--- src/hw/rtl/bitmap_best_fit_block_allocator_top_defines.svh ---
// Assertion macros shared by the allocator's controller and datapath.
`ifndef BITMAP_BEST_FIT_BLOCK_ALLOCATOR_TOP_DEFINES_SVH
`define BITMAP_BEST_FIT_BLOCK_ALLOCATOR_TOP_DEFINES_SVH

// Same-cycle implication, checked on i_clk, off during reset.
`define BBFA_ASSERT_IMP(lbl, ante, cons) \
    lbl: assert property (@(posedge i_clk) disable iff (!i_rst_n) (ante) |-> (cons)) \
        else $error("bbfa: same-cycle check failed");

// Next-cycle implication, checked on i_clk, off during reset.
`define BBFA_ASSERT_NXT(lbl, ante, cons) \
    lbl: assert property (@(posedge i_clk) disable iff (!i_rst_n) (ante) |=> (cons)) \
        else $error("bbfa: next-cycle check failed");

`endif

--- src/hw/rtl/bbfa_pkg.sv ---
// Shared field widths, request and status codes, and controller/datapath structs.
`timescale 1ns / 1ps

package bbfa_pkg;

    localparam int unsigned KIND_W   = 3;
    localparam int unsigned BLOCK_W  = 12;
    localparam int unsigned COUNT_W  = 13;
    localparam int unsigned STATUS_W = 2;
    localparam int unsigned MAPB_W   = 10;
    localparam int unsigned FREE_W   = 13;

    localparam int unsigned IN_DATA_W  = 32;
    localparam int unsigned OUT_DATA_W = 48;

    localparam logic [MAPB_W-1:0] MAP_BYTES_RESET = 10'd512;

    // Request kinds
    localparam logic [KIND_W-1:0] K_ALLOC   = 3'd0;
    localparam logic [KIND_W-1:0] K_DEALLOC = 3'd1;
    localparam logic [KIND_W-1:0] K_READ    = 3'd2;
    localparam logic [KIND_W-1:0] K_WRITE   = 3'd3;
    localparam logic [KIND_W-1:0] K_STATS   = 3'd4;

    // Result status codes
    localparam logic [STATUS_W-1:0] ST_OK           = 2'd0;
    localparam logic [STATUS_W-1:0] ST_INVALID      = 2'd1;
    localparam logic [STATUS_W-1:0] ST_NOFIT        = 2'd2;
    localparam logic [STATUS_W-1:0] ST_ALREADY_FREE = 2'd3;

    typedef struct packed {
        logic clr;        // write one cleared map bit, advance the sweep
        logic load;       // capture the accepted request
        logic scan_init;  // set the scan range, reset run trackers
        logic scan;       // issue map reads and fold in returned bits
        logic fill_init;  // set the write range and value
        logic fill;       // write one map bit per cycle
        logic out_load;   // capture the result into the output register
    } t_cmd;

    typedef struct packed {
        logic clr_last;   // sweep is at the last map bit
        logic arg_ok;     // request arguments are in range
        logic skip_scan;  // request needs no read pass
        logic scan_done;  // all reads issued and folded in
        logic need_fill;  // scan outcome calls for a write pass
        logic fill_done;  // write pass finished
    } t_sts;

endpackage

--- src/hw/rtl/bbfa_ctrl.sv ---
// Controller: sequences clear sweep, argument check, scan pass, fill pass and result hand-off.
`timescale 1ns / 1ps

`include "bitmap_best_fit_block_allocator_top_defines.svh"

module bbfa_ctrl
    import bbfa_pkg::*;
(
    input  logic i_clk,
    input  logic i_rst_n,
    input  logic i_in_valid,
    output logic o_in_ready,
    input  logic i_out_ready,
    output logic o_out_valid,
    input  t_sts i_sts,
    output t_cmd o_cmd
);

    typedef enum logic [2:0] {
        S_CLEAR,
        S_IDLE,
        S_CHECK,
        S_SCAN,
        S_FILL,
        S_DONE
    } t_state;

    t_state r_state, n_state;
    logic   r_out_vld;
    logic   slot_free;

    assign slot_free = !r_out_vld || i_out_ready;

    always_comb begin
        n_state = r_state;
        o_cmd   = '0;
        case (r_state)
            S_CLEAR: begin
                o_cmd.clr = 1'b1;
                if (i_sts.clr_last) begin
                    n_state = S_IDLE;
                end
            end
            S_IDLE: begin
                if (i_in_valid) begin
                    o_cmd.load = 1'b1;
                    n_state    = S_CHECK;
                end
            end
            S_CHECK: begin
                if (!i_sts.arg_ok) begin
                    n_state = S_DONE;
                end else if (i_sts.skip_scan) begin
                    o_cmd.fill_init = 1'b1;
                    n_state         = S_FILL;
                end else begin
                    o_cmd.scan_init = 1'b1;
                    n_state         = S_SCAN;
                end
            end
            S_SCAN: begin
                o_cmd.scan = 1'b1;
                if (i_sts.scan_done) begin
                    if (i_sts.need_fill) begin
                        o_cmd.fill_init = 1'b1;
                        n_state         = S_FILL;
                    end else begin
                        n_state = S_DONE;
                    end
                end
            end
            S_FILL: begin
                o_cmd.fill = 1'b1;
                if (i_sts.fill_done) begin
                    n_state = S_DONE;
                end
            end
            S_DONE: begin
                if (slot_free) begin
                    o_cmd.out_load = 1'b1;
                    n_state        = S_IDLE;
                end
            end
            default: begin
                n_state = S_IDLE;
            end
        endcase
    end

    always_ff @(posedge i_clk) begin
        if (!i_rst_n) begin
            r_state   <= S_CLEAR;
            r_out_vld <= 1'b0;
        end else begin
            r_state <= n_state;
            if (o_cmd.out_load) begin
                r_out_vld <= 1'b1;
            end else if (i_out_ready) begin
                r_out_vld <= 1'b0;
            end
        end
    end

    assign o_in_ready  = (r_state == S_IDLE);
    assign o_out_valid = r_out_vld;

    `BBFA_ASSERT_NXT(a_scan_to_fill, (r_state == S_SCAN) && i_sts.scan_done && i_sts.need_fill, r_state == S_FILL)
    `BBFA_ASSERT_NXT(a_done_waits, (r_state == S_DONE) && r_out_vld && !i_out_ready, (r_state == S_DONE) && r_out_vld)

endmodule

--- config.mk ---
export PLATFORM = sky130hd
export DESIGN_NAME = bbfa_ctrl
export DESIGN_NICKNAME = d
export VERILOG_FILES = /design/src/hw/rtl/bbfa_pkg.sv /design/src/hw/rtl/bbfa_ctrl.sv
export VERILOG_INCLUDE_DIRS = /design/src /design/src/hw/rtl
export SDC_FILE = /design/constraint.sdc
export NUM_CORES = 1
export LEC_CHECK = 0
export ABC_AREA = 1
export BUFFER_PORTS_ARGS = -buffer_cell sky130_fd_sc_hd__buf_2
export CORE_AREA = 2 2 39 41
export DETAILED_ROUTE_END_ITERATION = 7
export DIE_AREA = 0 0 41 43
export PLACE_DENSITY = 0.64
export SLEW_MARGIN = 20
export SYNTH_ARGS = -nofsm -noshare
export SYNTH_HDL_FRONTEND = slang
export SYNTH_SLANG_ARGS = --single-unit
--- constraint.sdc ---
create_clock -name i_clk -period 2.5 [get_ports i_clk]
set_input_delay 0.125 -clock i_clk [delete_from_list [all_inputs] [get_ports i_clk]]
set_output_delay 0.125 -clock i_clk [all_outputs]
set_load 0.01 [all_outputs]
==> summary.txt <==
vias in the first global route -> 383
insertion delay to the later sink of the worst-skew pair -> 230 ps
critical path peak fanout -> 8
final hold vios -> 0
placed cell areas -> 467 um^2
Max-Cap Viols -> 0
die area -> 1760 um^2
synthesis-to-layout area growth -> 29.0%
Least-Margin Pin Slew -> 446 ps
register area share after synthesis -> 21.1%
DRC -> 0
Routed Antenna Nets -> 0
status -> completed
die width -> 41 um
total core area -> 1380 um^2
final instance area -> 489 um^2
WP data required -> 2380 ps
max-slew violation count -> 0
post-place setup slack -> 1180 ps
Via Count -> 453
cells after synthesis -> 68
VDD IR-drop max -> 0.270 mV
worst endpoint data arrival time -> 1380 ps
initial antenna violation count -> 0
TritonCTS clock tree -> done
pin count of the biggest net entering global routing -> 15
dpl hpwl -> 734 um
crit path cell chain -> inv_1 -> nor3_1 -> inv_1 -> nor3_1 -> buf_2
All-Layer GR Usage -> 12.3%
Root Buffer -> clkbuf_4
row cnt -> 14
htree depth -> 1
first-pass GRT wire length -> 1430 um
DRT iter0 DRCs -> 8
setup TNS -> 0 ps
fin nets -> 99
period utilization -> 60.1%
Clock Path Buffers -> 2
worst r2r path cells -> 7
Mapped Area -> 379 um^2
RR Startpoint -> r_state[2]
CTS sink count -> 4
final WL -> 886 um
R2R setup slack -> 1150 ps
Critical Path End Type -> primary output
FF-to-FF End -> r_state[1]
post-synth top area cell -> dfxtp_1
gp weighted congestion -> 0.747
# hold bufs at CTS -> 0
I/O Pins -> 19
TritonRoute pass-1 iters -> 4
total CTS buffers -> 3
worst hold endpoint -> r_state[2]
final setup fails -> 0
most common cell after layout, fill and taps aside -> buf_2
Die Ht -> 43 um
most frequent cells in the layout -> 18 x buf_2, 15 x nor2_1, 12 x nand2_1, 11 x inv_1, 9 x nand3_1
Leak -> 0.278 nW
clock skew -> 4.32 ps
Slowest-stage cell, CP -> dfxtp_1
DR vias/cell -> 4.40
Layout fillers -> 158
Worst Hold Launch -> i_rst_n
largest cells by area after synthesis -> dfxtp_1 21%, nor2_1 15%, nand3_1 12%
post-synth top area share -> 21.1%
FMAX -> 0.665 GHz
worst hold path class -> in2reg
ANT cells -> 0
Initial Util -> 27.4%
min cycle time layout -> 1500 ps
total gr overflow -> 0
Unique masters post-synth -> 15
post-CTS sizing -> 0
syn nets -> 78
clock slew at reported path FFs -> 40 ps
DR WL/cell -> 8.60 um
worst setup margin -> 996 ps
final core utilization -> 35.4%
Post-CTS Setup Bufs -> 0
Port Buffer Count -> 18
layout cell share with drive strength beyond 1 -> 28.7%
RSZ-0062 raised after global routing -> no
critical path start-end classification -> reg2out
yosys warns -> 0
Seq cells post-synth -> 4
Post-Syn Area per Cell -> 5.58 um^2
Setup crit start kind -> flip-flop
power density over the cells -> 950 nW/um^2
Worst Hold Depth -> 3
Rel. slew slack -> 70.2%
delay of the slowest cell on the worst path -> 490 ps
synth_stat cells:
| library cell | instances |
|---|---|
| inv_1 | 11 |
| nor3_1 | 5 |
| buf_6 | 2 |
| nand3b_1 | 1 |
| nand2_1 | 12 |
| dfxtp_1 | 4 |
| a21oi_1 | 2 |
| o21ai_0 | 1 |
| nor2_4 | 1 |
| nor2_1 | 15 |
| inv_2 | 1 |
| nand3_1 | 9 |
| nor2_2 | 2 |
| a21boi_0 | 1 |
| nor4_1 | 1 |
metrics by stage:
stage               hold WS (ps)  std cells  power [mW]
floorplan                    246         68       0.329
global placement             391        100       0.383
detailed placement           395        100       0.388
CTS                          142        103       0.473
global route                 148        103       0.516
finish                       156        103       0.465
cell families (layout without fill, tap and decap cells):
group                  Yosys count  count (layout)  share of synthesized area (%)
flip-flops                       4               4                           21.1
AO/OA/AOI/OAI                    4               4                           5.94
AND/OR/NAND/NOR                 46              46                           55.1
buffers and inverters           14              33                           17.8
where the power goes:
| part | switching, mW | leakage, nW | total (mW) | internal (mW) |
|---|---|---|---|---|
| clock | 0.0254 | 0.0138 | 0.0790 | 0.0536 |
| sequential | 0.0433 | 0.0330 | 0.128 | 0.0845 |
| combinational | 0.158 | 0.231 | 0.258 | 0.0995 |
worst max-delay path by stage:
stage,from,endpoint,slack (ps),depth (start not counted)
floorplan,r_state[2],o_cmd[2],1330,4
global placement,r_state[2],r_state[2],1230,6
detailed placement,r_state[2],r_state[1],1180,7
CTS,r_state[1],o_cmd[2],990,5
global route,r_state[1],o_cmd[4],800,5
finish,r_state[1],o_cmd[4],1000,5
critical path, delay by kind of cell, from the launching register on:
family,cells,cell delay (ps)
flip-flops,1,490
AND/OR/NAND/NOR,2,330
buffers and inverters,3,320
area by class of cell:
class	count	area (um^2)	area share [%]
inverter	12	45.0	9.21
timing repair buffer	18	90.1	18.4
sequential	4	80.1	16.4
clock buffer	3	22.5	4.60
multi-input combinational	50	231	47.3
tap	16	20.0	4.09
routing by layer:
layer	GRT usage (%)	routed length (um)	part of all wire, %
met1	14.9	383	43
met2	17.2	421	48
met3	3.14	74	8.4
met4	10.0	6	0.68
met5	0	0	0
sequential cells by signal, indices dropped and copies added (netlist names):
signal and count:
o_out_valid 1, r_state 3
No activity file was read; power rests on OpenSTA's default activity.
